### src/rtl/dars_pkg.sv
// Shared types, constants and the sine table of the delta arm angle search.
`timescale 1ns / 1ps
`default_nettype none
package dars_pkg;

   // Fixed-point format of the sine table
   localparam int TRIG_FRAC_BITS = 14;
   localparam int HI_FRAC        = 30;
   localparam int SIN_W          = TRIG_FRAC_BITS + 1;
   localparam int LUT_LAST       = 90;

   typedef logic [SIN_W-1:0] sin_lut_type [0:LUT_LAST];

   // Register map, one word per register
   typedef enum logic [2:0] {
      REG_UPPER_ARM_LEN   = 3'd0,
      REG_LOWER_ARM_LEN   = 3'd1,
      REG_BASE_RADIUS     = 3'd2,
      REG_EFFECTOR_RADIUS = 3'd3,
      REG_START_ANGLE     = 3'd4,
      REG_END_ANGLE       = 3'd5,
      REG_BASE_MARGIN     = 3'd6,
      REG_SERVO_OFFSET    = 3'd7
   } dars_reg_type;

   // Commands from the controller to the datapath
   typedef struct packed {
      logic              load_target;
      logic              load_arm;
      logic              issue;
      logic              issue_last;
      logic signed [7:0] issue_angle;
      logic              record;
      logic              record_hit;
      logic              publish;
      logic [1:0]        arm;
   } dars_cmd_type;

   // Status from the datapath to the controller
   typedef struct packed {
      logic busy;
      logic res_valid;
      logic res_hit;
      logic res_last;
   } dars_status_type;

   // Divide one Taylor term by (2k)(2k+1)
   function automatic longint taylor_div(input longint term, input int k);
      longint q;
      unique case (k)
         1:  q = term / 6;
         2:  q = term / 20;
         3:  q = term / 42;
         4:  q = term / 72;
         5:  q = term / 110;
         6:  q = term / 156;
         7:  q = term / 210;
         8:  q = term / 272;
         9:  q = term / 342;
         10: q = term / 420;
         11: q = term / 506;
         12: q = term / 600;
         13: q = term / 702;
         14: q = term / 812;
         15: q = term / 930;
         16: q = term / 1056;
         17: q = term / 1190;
         18: q = term / 1332;
         19: q = term / 1482;
         20: q = term / 1640;
         21: q = term / 1806;
         22: q = term / 1980;
         23: q = term / 2162;
         default: q = term;
      endcase
      return q;
   endfunction

   // Build the quarter-wave sine table from a series at 30 fraction bits
   function automatic sin_lut_type build_sin_lut();
      sin_lut_type lut;
      longint      x;
      longint      term;
      longint      sum;
      for (int d = 0; d <= LUT_LAST; d++) begin
         x    = (longint'(d) * 64'sd3373259426 + 64'sd90) / 180;
         term = x;
         sum  = x;
         for (int k = 1; k < 24; k++) begin
            if (term != 0) begin
               term = (term * x) >>> HI_FRAC;
               term = (term * x) >>> HI_FRAC;
               term = taylor_div(term, k);
               if ((k % 2) == 1) sum = sum - term;
               else sum = sum + term;
            end
         end
         if (sum < 0) sum = 0;
         if (sum > (64'sd1 <<< HI_FRAC)) sum = 64'sd1 <<< HI_FRAC;
         lut[d] = SIN_W'((sum + (64'sd1 <<< (HI_FRAC - TRIG_FRAC_BITS - 1)))
                         >>> (HI_FRAC - TRIG_FRAC_BITS));
      end
      return lut;
   endfunction

   localparam sin_lut_type SIN_LUT = build_sin_lut();

   localparam logic signed [15:0] SIN_ONE = 16'sd1 <<< TRIG_FRAC_BITS;
   localparam logic signed [15:0] SIN30   = $signed({1'b0, SIN_LUT[30]});
   localparam logic signed [15:0] SIN60   = $signed({1'b0, SIN_LUT[60]});

   // Sine of any angle in -128..217 degrees through the quadrant symmetries
   function automatic logic signed [15:0] sin_deg(input logic signed [9:0] ang);
      logic [9:0] r;
      logic [6:0] idx;
      logic       neg;
      r = ang[9] ? 10'(ang + 10'sd360) : 10'(ang);
      priority if (r <= 10'd90) begin
         idx = 7'(r);
         neg = 1'b0;
      end else if (r <= 10'd180) begin
         idx = 7'(10'd180 - r);
         neg = 1'b0;
      end else if (r <= 10'd270) begin
         idx = 7'(r - 10'd180);
         neg = 1'b1;
      end else begin
         idx = 7'(10'd360 - r);
         neg = 1'b1;
      end
      return neg ? -$signed({1'b0, SIN_LUT[idx]}) : $signed({1'b0, SIN_LUT[idx]});
   endfunction

endpackage
`default_nettype wire

### src/rtl/dars_ctrl.sv
// Controller: sequences arms, passes and angles and runs both handshakes.
`timescale 1ns / 1ps
`default_nettype none
module dars_ctrl #(
   parameter int NUM_PASSES = 4
) (
   input  wire logic                      clock,
   input  wire logic                      reset,
   input  wire logic                      req_valid,
   output logic                           req_stall,
   output logic                           rsp_valid,
   input  wire logic                      rsp_stall,
   input  wire logic signed [7:0]         start_angle,
   input  wire logic signed [7:0]         end_angle,
   input  wire dars_pkg::dars_status_type status,
   output dars_pkg::dars_cmd_type         cmd,
   output logic [((NUM_PASSES > 1) ? $clog2(NUM_PASSES) : 1)-1:0] issue_pass
);
   localparam int PASS_W = (NUM_PASSES > 1) ? $clog2(NUM_PASSES) : 1;
   localparam logic [PASS_W-1:0] PASS_LAST = PASS_W'(NUM_PASSES - 1);

   typedef enum logic [5:0] {
      ST_IDLE  = 6'b000001,
      ST_PREP  = 6'b000010,
      ST_RUN   = 6'b000100,
      ST_DRAIN = 6'b001000,
      ST_NEXT  = 6'b010000,
      ST_PUB   = 6'b100000
   } state_type;

   state_type         state_ff, state_in;
   logic [1:0]        arm_ff, arm_in;
   logic signed [7:0] angle_ff, angle_in;
   logic [PASS_W-1:0] pass_ff, pass_in;
   logic              issue_on_ff, issue_on_in;
   logic              rsp_valid_ff, rsp_valid_in;
   logic signed [7:0] end_m1;
   logic              at_row_end, at_last;

   always_comb begin
      end_m1     = end_angle - 8'sd1;
      at_row_end = (angle_ff == end_m1);
      at_last    = at_row_end && (pass_ff == PASS_LAST);
   end

   always_comb begin
      state_in       = state_ff;
      arm_in         = arm_ff;
      angle_in       = angle_ff;
      pass_in        = pass_ff;
      issue_on_in    = issue_on_ff;
      rsp_valid_in   = rsp_valid_ff && rsp_stall;
      cmd            = '0;
      cmd.arm        = arm_ff;
      cmd.issue_angle = angle_ff;
      cmd.issue_last = at_last;
      req_stall      = (state_ff != ST_IDLE);

      unique case (state_ff)
         ST_IDLE: begin
            if (req_valid) begin
               cmd.load_target = 1'b1;
               arm_in          = 2'd0;
               state_in        = ST_PREP;
            end
         end
         ST_PREP: begin
            cmd.load_arm = 1'b1;
            angle_in     = start_angle;
            pass_in      = '0;
            if (start_angle < end_angle) begin
               issue_on_in = 1'b1;
               state_in    = ST_RUN;
            end else begin
               cmd.record = 1'b1;
               state_in   = ST_NEXT;
            end
         end
         ST_RUN: begin
            // Issue one angle a cycle until the final one of the last pass or the first hit
            if (issue_on_ff) begin
               cmd.issue = 1'b1;
               if (at_last) begin
                  issue_on_in = 1'b0;
               end else if (at_row_end) begin
                  angle_in = start_angle;
                  pass_in  = pass_ff + PASS_W'(1);
               end else begin
                  angle_in = angle_ff + 8'sd1;
               end
            end
            // First hit wins; drop what is still in flight
            if (status.res_valid) begin
               if (status.res_hit) begin
                  cmd.record     = 1'b1;
                  cmd.record_hit = 1'b1;
                  issue_on_in    = 1'b0;
                  state_in       = ST_DRAIN;
               end else if (status.res_last) begin
                  cmd.record = 1'b1;
                  state_in   = ST_NEXT;
               end
            end
         end
         ST_DRAIN: begin
            if (!status.busy) state_in = ST_NEXT;
         end
         ST_NEXT: begin
            if (arm_ff == 2'd2) begin
               state_in = ST_PUB;
            end else begin
               arm_in   = arm_ff + 2'd1;
               state_in = ST_PREP;
            end
         end
         ST_PUB: begin
            if (!rsp_valid_ff || !rsp_stall) begin
               cmd.publish  = 1'b1;
               rsp_valid_in = 1'b1;
               state_in     = ST_IDLE;
            end
         end
         default: state_in = ST_IDLE;
      endcase
   end

   always_ff @(posedge clock) begin
      if (reset) begin
         state_ff     <= ST_IDLE;
         issue_on_ff  <= 1'b0;
         rsp_valid_ff <= 1'b0;
         arm_ff       <= 2'd0;
         pass_ff      <= '0;
      end else begin
         state_ff     <= state_in;
         issue_on_ff  <= issue_on_in;
         rsp_valid_ff <= rsp_valid_in;
         arm_ff       <= arm_in;
         pass_ff      <= pass_in;
      end
   end

   always_ff @(posedge clock) begin
      angle_ff <= angle_in;
   end

   assign rsp_valid  = rsp_valid_ff;
   assign issue_pass = pass_ff;

endmodule
`default_nettype wire

### config.mk
export PLATFORM = sky130hd
export DESIGN_NAME = dars_ctrl
export DESIGN_NICKNAME = d
export VERILOG_FILES = /design/src/rtl/dars_pkg.sv /design/src/rtl/dars_ctrl.sv
export SDC_FILE = /design/constraint.sdc
export NUM_CORES = 1
export LEC_CHECK = 0
export BUFFER_PORTS_ARGS = -buffer_cell sky130_fd_sc_hd__clkbuf_2
export CAP_MARGIN = 20
export CELL_PAD_IN_SITES_DETAIL_PLACEMENT = 1
export CELL_PAD_IN_SITES_GLOBAL_PLACEMENT = 1
export CORE_ASPECT_RATIO = 0.7
export CORE_MARGIN = 8
export CORE_UTILIZATION = 42
export CTS_CLUSTER_DIAMETER = 80
export CTS_CLUSTER_SIZE = 24
export DETAILED_ROUTE_END_ITERATION = 6
export PLACE_DENSITY = 0.9
export RECOVER_POWER = 100
export SYNTH_ARGS = -nofsm -noshare
export SYNTH_HDL_FRONTEND = slang
export SYNTH_SLANG_ARGS = --single-unit
### constraint.sdc
create_clock -name clock -period 4.1 [get_ports clock]
set_input_delay 0.41 -clock clock [delete_from_list [all_inputs] [get_ports clock]]
set_output_delay 0.41 -clock clock [all_outputs]
set_load 0.1 [all_outputs]
==> results of run 1 <==
[registers in the layout, indices dropped and copies added (netlist names)]
signal / flops
arm_ff: 2
rsp_valid: 1
issue_pass: 2
angle_ff: 8
issue_on_ff: 1
state_ff: 6
[cells in the mapped netlist (2+ instances only)]
| master | n |
|---|---|
| a21o_1 | 4 |
| a21oi_1 | 14 |
| a31oi_1 | 2 |
| and2_1 | 3 |
| and3_1 | 3 |
| and3b_1 | 2 |
| buf_4 | 3 |
| clkbuf_1 | 3 |
| dfxtp_1 | 12 |
| edfxtp_1 | 8 |
| ha_1 | 11 |
| inv_1 | 15 |
| mux2_4 | 7 |
| nand2_1 | 11 |
| nand2b_1 | 6 |
| nand3_1 | 8 |
| nand3b_1 | 6 |
| nand4_1 | 5 |
| nor2_1 | 6 |
| nor2b_1 | 3 |
| nor3_1 | 5 |
| nor4_1 | 3 |
| nor4_2 | 2 |
| o211ai_1 | 3 |
| o21ai_0 | 3 |
| o22ai_1 | 2 |
| or3_1 | 4 |
| xnor2_1 | 10 |
| xor2_1 | 5 |
[critical path, cell delays in order]
cell and delay, ps:
clkbuf_2 160, inv_1 60, ha_1 280, o21bai_1 190, a211oi_1 280, o21bai_2 120
and2_1 170, nor3_1 200, clkbuf_1 890
[cell type report]
cell class / instances / area share, %
clock buffer: 3 / 2.10
clock inverter: 1 / 1.53
inverter: 16 / 3.06
multi-input combinational: 150 / 55.7
sequential: 20 / 24.5
tap: 52 / 3.31
timing repair buffer: 44 / 9.87
[stage by stage]
stage / hold WS, ps / power [mW] / instance area, µm² / std cells / worst slack, ps
after floorplan: 535 / 0.403 / 1700 / 192 / 588
after global placement: 460 / 0.450 / 1950 / 282 / 1370
after detailed placement: 468 / 0.456 / 1950 / 282 / 1280
after CTS: 394 / 0.658 / 2020 / 286 / 1280
after global routing: 403 / 0.680 / 1960 / 286 / 755
final: 399 / 0.649 / 1960 / 286 / 905
[worst max path at each step]
stage,from,to,slack (ps)
floorplan,state_ff[1]$_SDFFE_PP0P_,cmd[4],590
global placement,end_angle[0],cmd[13],1370
detailed placement,end_angle[0],cmd[13],1280
CTS,end_angle[0],cmd[13],1280
global route,end_angle[0],cmd[13],750
finish,end_angle[0],cmd[13],900
[cells by family (layout without fill, tap and decap cells)]
family	after synthesis	in the layout
muxes	8	8
xor gates and xnor gates	15	15
AOI/OAI and AO/OA	41	41
DFF	20	20
adders and majority gates	11	11
buffers and inverters	22	64
and+or+nand+nor	75	75
[metal layers]
layer / track usage, % / part of all wire, %
met1: 21.4 / 50
met2: 27.0 / 46
met3: 3.14 / 3.9
met4: 1.60 / 0.52
met5: 0 / 0
[power by group through the flow]
stage	sequential, mW	combinational, mW	clock (mW)
after global placement	0.235	0.215	0
final	0.232	0.215	0.203
after detailed placement	0.235	0.221	0
after CTS	0.231	0.222	0.206
after floorplan	0.259	0.144	0
after global routing	0.233	0.232	0.215
==> summary.txt, run 1 <==
Final layout
  – Antenna cell count: 0
  – Fill cells: 501
  – Fin util: 50.4%
  – Storage cell area: 480 µm²
  – Commonest non-fill, non-tap cells in the layout: clkbuf_2, clkbuf_1, inv_1, a21oi_1, dfxtp_1
  – Share of cells above drive strength 1: 17.5%
  – Net count, final: 270
  – Area added between synthesis and finish: 15.8%
  – Commonest non-fill, non-tap cell in the layout: clkbuf_2
  – Area occupied by multi-input gates: 0.00109 mm²

STA
  – Relative slew slack: 21.5%
  – Least-Margin Pin Slew: 1180 ps
  – Worst Skew: 2.25 ps
  – Final Cycle Share: 77.9%
  – Fin Setup TNS: 0 ps
  – F_max: 313 MHz
  – Setup violations, final: 0
  – Final Max Slew Viols: 0
  – RSZ-0062 raised after global routing: no
  – Final-report hold violation count: 0
  – Tmin final: 3200 ps

Critical path
  – Worst Path Max Fanout: 7
  – Worst r2r path cells: 6
  – Setup crit end kind: primary output
  – CP required: 3690 ps
  – Reg2reg end: angle_ff[6]$_DFFE_PP_
  – Flop2flop setup slack: 1170 ps
  – Launching point of the worst reg2reg path: angle_ff[2]$_DFFE_PP_
  – Arr. time, crit path: 2790 ps
  – WS Path Type: in -> out
  – Crit path launch type: input port

Routing
  – Post-route ant nets: 0
  – DRT Wirelength: 5.00 mm
  – DRC viols: 0
  – Avg WL per Cell: 17.5 µm
  – Vias: 1607
  – 1st-pass router iterations: 5
  – Vias/cell: 5.62
  – Starting DRT DRC Count: 59

Synthesis
  – Number of library cell types mapped by synthesis: 52
  – Post-synth EDFFs: 8
  – Mapped Cells: 192
  – Post-synth top flop: dfxtp_1
  – Flops & latches, synth: 20
  – Post-Syn Area: 0.00170 mm²
  – Post-synthesis simple-gate area fraction: 26.4%
  – Mapped Nets: 227
  – Ranking of synthesized cells by area: dfxtp_1, edfxtp_1, ha_1
  – Area share of the largest cell type after synthesis: 14.2%
  – Xor and xnor area share after synthesis: 7.74%
  – Largest family of logic cells by synthesized area: simple AND/OR/NAND/NOR gates
  – Post-synthesis mux area share: 6.78%
  – Adder and majority gate portion of the synthesized area: 8.11%
  – Post-synthesis sequential area ratio: 28.3%
  – Synth warnings: 0
  – Synth Area in Compound Gates: 17.1%
  – Async S/R FF share, synth: 0%
  – Mean Syn Cell Area: 8.84 µm²
  – Top cell type by total area after synthesis: dfxtp_1

Placed design
  – DP HPWL: 4.14 mm
  – GPL Wtd Cong: 0.832
  – Number of port buffers: 44

Clock network
  – Clock Latency Late Sink: 260 ps
  – Total CTS buffers: 3
  – Post CTS Setup Buffer Count: 0
  – Hold Buf Count CTS: 0
  – CTS Sinks: 20
  – Clock slew at reported path FFs: 80 ps
  – Htree depth: 1
  – # resized after CTS: 0
  – TritonCTS clock tree: yes
  – Clock Root Buffer: clkbuf_8
  – Clock Path Buffers: 2

Worst hold path
  – Worst hold path startpoint: rsp_stall
  – Type of the tightest min-delay check: in -> reg
  – WHS Endpoint: rsp_valid$_SDFF_PP0_
  – Hold Crit Depth: 3

Die
  – Die X: 92.0 µm
  – Initial Utilization: 43.5%
  – I/O pin total: 45
  – Die Height: 69.2 µm
  – Row cnt: 19
  – Die area: 0.00636 mm²
  – Core ar.: 0.00390 mm²

GRT
  – Initial antenna violation count: 0
  – GRT overflow: 0
  – Largest net degree at the start of global routing: 16
  – Vias in the first global route: 1720
  – GRT Resource Usage Total: 16.1%
  – First-pass GRT wire length: 8.60 mm

Pwr
  – Clock network power share: 31.3%
  – Sw frac: 37.4%
  – Cell-internal power: 0.406 mW
  – Comb power frac: 33.1%
  – Pwr/cell area: 330 mW/mm²
  – Peak VDD IR: 173 µV
  – Sequential share of power: 35.7%
  – Switching power: 0.243 mW
  – Leakage: 0.771 nW

Run status
  – Status: complete, no violations

Job
  – Max-cap viol count: 0
No activity file was read; power rests on OpenSTA's default activity.
==> run 2: changes to the inputs <==
--- a/config.mk
+++ b/config.mk
@@ -11,11 +11,11 @@
 export CELL_PAD_IN_SITES_GLOBAL_PLACEMENT = 1
 export CORE_ASPECT_RATIO = 0.7
 export CORE_MARGIN = 8
-export CORE_UTILIZATION = 42
+export CORE_UTILIZATION = 35
 export CTS_CLUSTER_DIAMETER = 80
 export CTS_CLUSTER_SIZE = 24
 export DETAILED_ROUTE_END_ITERATION = 6
-export PLACE_DENSITY = 0.9
+export PLACE_DENSITY = 0.81
 export RECOVER_POWER = 100
 export SYNTH_ARGS = -nofsm -noshare
 export SYNTH_HDL_FRONTEND = slang
==> constraint.sdc (replaced) <==
create_clock -name clock -period 2.7 [get_ports clock]
set_input_delay 0.27 -clock clock [delete_from_list [all_inputs] [get_ports clock]]
set_output_delay 0.27 -clock clock [all_outputs]
set_load 0.1 [all_outputs]
==> run 2 against run 1 <==
Against the previous run:
- utilization decreased by 8.7 points
- combinational power up 52%
- worst hold slack lost 130 ps
- critical path depth down 4
- power is 36% higher
- die area increased by 16%
- routed wire length increased by 1.6%
- clock skew is 0.73 ps higher
- non-clock buffer count grew 2
==> summary.txt, run 2 (same netlist as run 1, synthesis figures left out) <==
Critical path
  – WS Path Type: reg -> out
  – Critical path's slowest cell: clkbuf_2
  – Family with the most delay on the worst path: simple AND/OR/NAND/NOR gates
  – Arr. time, crit path: 2340 ps (-450 ps)
  – Worst-path cell chain: nor4_1 > and3b_1 > clkbuf_1 > and2_0 > clkbuf_2
  – Launching point of the worst reg2reg path: angle_ff[6]$_DFFE_PP_
  – WP buf/inv: 2 (-1)
  – Worst Path Max Fanout: 7 (unchanged)
  – Max incr delay on CP: 490 ps (-400 ps)
  – CP required: 2430 ps (-1260 ps)
  – Crit path launch type: register
  – Worst setup path startpoint: state_ff[3]$_SDFFE_PP0P_
  – Setup crit end kind: primary output

Die
  – Die area: 0.00737 mm² (+16%)
  – Die Height: 74.3 µm (+7.3%)
  – Core ar.: 0.00473 mm² (+21%)
  – Die X: 99.2 µm (+7.9%)
  – I/O pin total: 45 (unchanged)
  – Initial Utilization: 35.9% (-7.6 points)
  – Row cnt: 21 (+2)

Routing
  – Post-route ant nets: 0 (unchanged)
  – Vias/cell: 5.43 (-3.4%)
  – Avg WL per Cell: 17.4 µm (-0.79%)
  – DRC viols: 0 (unchanged)
  – Vias: 1591 (-1.0%)
  – 1st-pass router iterations: 4 (-1)
  – Starting DRT DRC Count: 77 (+31%)
  – DRT Wirelength: 5.08 mm (+1.6%)

Run status
  – Status: complete, no violations

Placed design
  – Number of port buffers: 44 (unchanged)
  – GPL Wtd Cong: 0.881 (+5.9%)
  – DP HPWL: 4.25 mm (+2.5%)
  – Placed Cells: 289 (+2.5%)

GRT
  – Largest net degree at the start of global routing: 16 (unchanged)
  – GRT Resource Usage Total: 14.2% (-2.0 points)
  – Vias in the first global route: 1616 (-6.0%)
  – GRT overflow: 0 (unchanged)
  – First-pass GRT wire length: 8.35 mm (-3.0%)
  – Initial antenna violation count: 0 (unchanged)

Clock network
  – Clock slew at reported path FFs: 70 ps (about the same)
  – Clock Latency Late Sink: 270 ps (about the same)
  – Post CTS Setup Buffer Count: 0 (unchanged)
  – CTS Sinks: 20 (unchanged)
  – Total CTS buffers: 3 (unchanged)
  – Hold Buf Count CTS: 0 (unchanged)
  – TritonCTS clock tree: yes
  – # resized after CTS: 0 (unchanged)
  – Htree depth: 1 (unchanged)
  – Clock Path Buffers: 2 (unchanged)
  – Clock Root Buffer: clkbuf_8

Job
  – Max-cap viol count: 0 (unchanged)

STA
  – RSZ-0062 raised after global routing: no
  – Tmin final: 2610 ps
  – Worst Skew: 2.98 ps (+0.728 ps)
  – Relative slew slack: 21.4% (-0.18 points)
  – Fin Setup TNS: 0 ps (unchanged)
  – Final Max Slew Viols: 0 (unchanged)
  – F_max: 383 MHz
  – Final Cycle Share: 96.8%
  – Fin Hold WS: 270 ps (-129 ps)
  – Final-report hold violation count: 0 (unchanged)
  – Least-Margin Pin Slew: 1180 ps (+2.72 ps)
  – Setup violations, final: 0 (unchanged)

Final layout
  – Share of cells above drive strength 1: 18.2% (+0.70 points)
  – Most flop-heavy register: angle_ff
  – Layout Cells excl Fill: 293 (+2.4%)
  – Commonest non-fill, non-tap cells in the layout: clkbuf_2, inv_1, a21oi_1, clkbuf_1, dfxtp_1
  – Fill cells: 610 (+22%)
  – Largest registers: angle_ff: 8 flops, state_ff: 6 flops
  – Area added between synthesis and finish: 16.1%
  – Max reg flops: 8 (unchanged)
  – Net count, final: 272 (+0.74%)
  – Commonest non-fill, non-tap cell in the layout: clkbuf_2
  – Antenna cell count: 0 (unchanged)

Pwr
  – Pwr/cell area: 449 mW/mm² (+36%)
  – Peak VDD IR: 147 µV (-15%)
  – Leakage: 0.780 nW (+1.1%)

Worst hold path
  – Type of the tightest min-delay check: in -> reg
  – Worst hold path startpoint: rsp_stall
==> run 2: worst paths after layout <==
path | slack (ps) | cells after the start | to
worst max-delay path | 90 | 5 | cmd[14]
worst min-delay path | 270 | 3 | rsp_valid$_SDFF_PP0_
worst max register to register | 270 | 6 | angle_ff[5]$_DFFE_PP_
worst min register to register | 470 | 2 | arm_ff[1]$_SDFFE_PP0P_
==> run 2: tightest hold or removal path: cells and delay by family <==
family	cells	cell delay, ps
buffers and inverters	1	90
AOI/OAI and AO/OA	1	60
and+or+nand+nor	1	70
==> run 2: area by class of cell <==
cell class | count | area (µm²) | area share (%)
clock buffers | 3 | 41.3 | 2.10
clock inverters | 1 | 3.75 | 0.191
inverters | 16 | 60.1 | 3.05
multi-input cells | 150 | 1080 | 55.0
flip-flops and latches | 20 | 480 | 24.4
well taps | 57 | 71.3 | 3.62
repair buffers | 46 | 230 | 11.7
==> run 2: power breakdown <==
group / switching, mW / internal, mW / leakage [nW]
Sequential: 0.0190 / 0.331 / 0.170
Combinational: 0.240 / 0.0865 / 0.587
Clock: 0.106 / 0.102 / 0.0231
==> run 2: layer usage <==
metal | routed length [µm] | track usage [%] | vias to the layer above
li1 | - | - | 797
met1 | 2550 | 20.3 | 752
met2 | 2170 | 20.8 | 39
met3 | 330 | 3.64 | 3
met4 | 29 | 2.50 | 0
met5 | 0 | 0 | -
==> run 2: stage by stage <==
stage / power [mW] / util, % / instance area, µm² / setup slack (ps)
detailed placement: 0.698 / 42.0 / 1990 / 101
CTS: 0.913 / 43.0 / 2030 / 51.3
global route: 0.942 / 41.6 / 1970 / 21.3
global placement: 0.690 / 42.0 / 1990 / 259
finish: 0.884 / 41.6 / 1970 / 86.6
floorplan: 0.612 / - / 1700 / 55.2
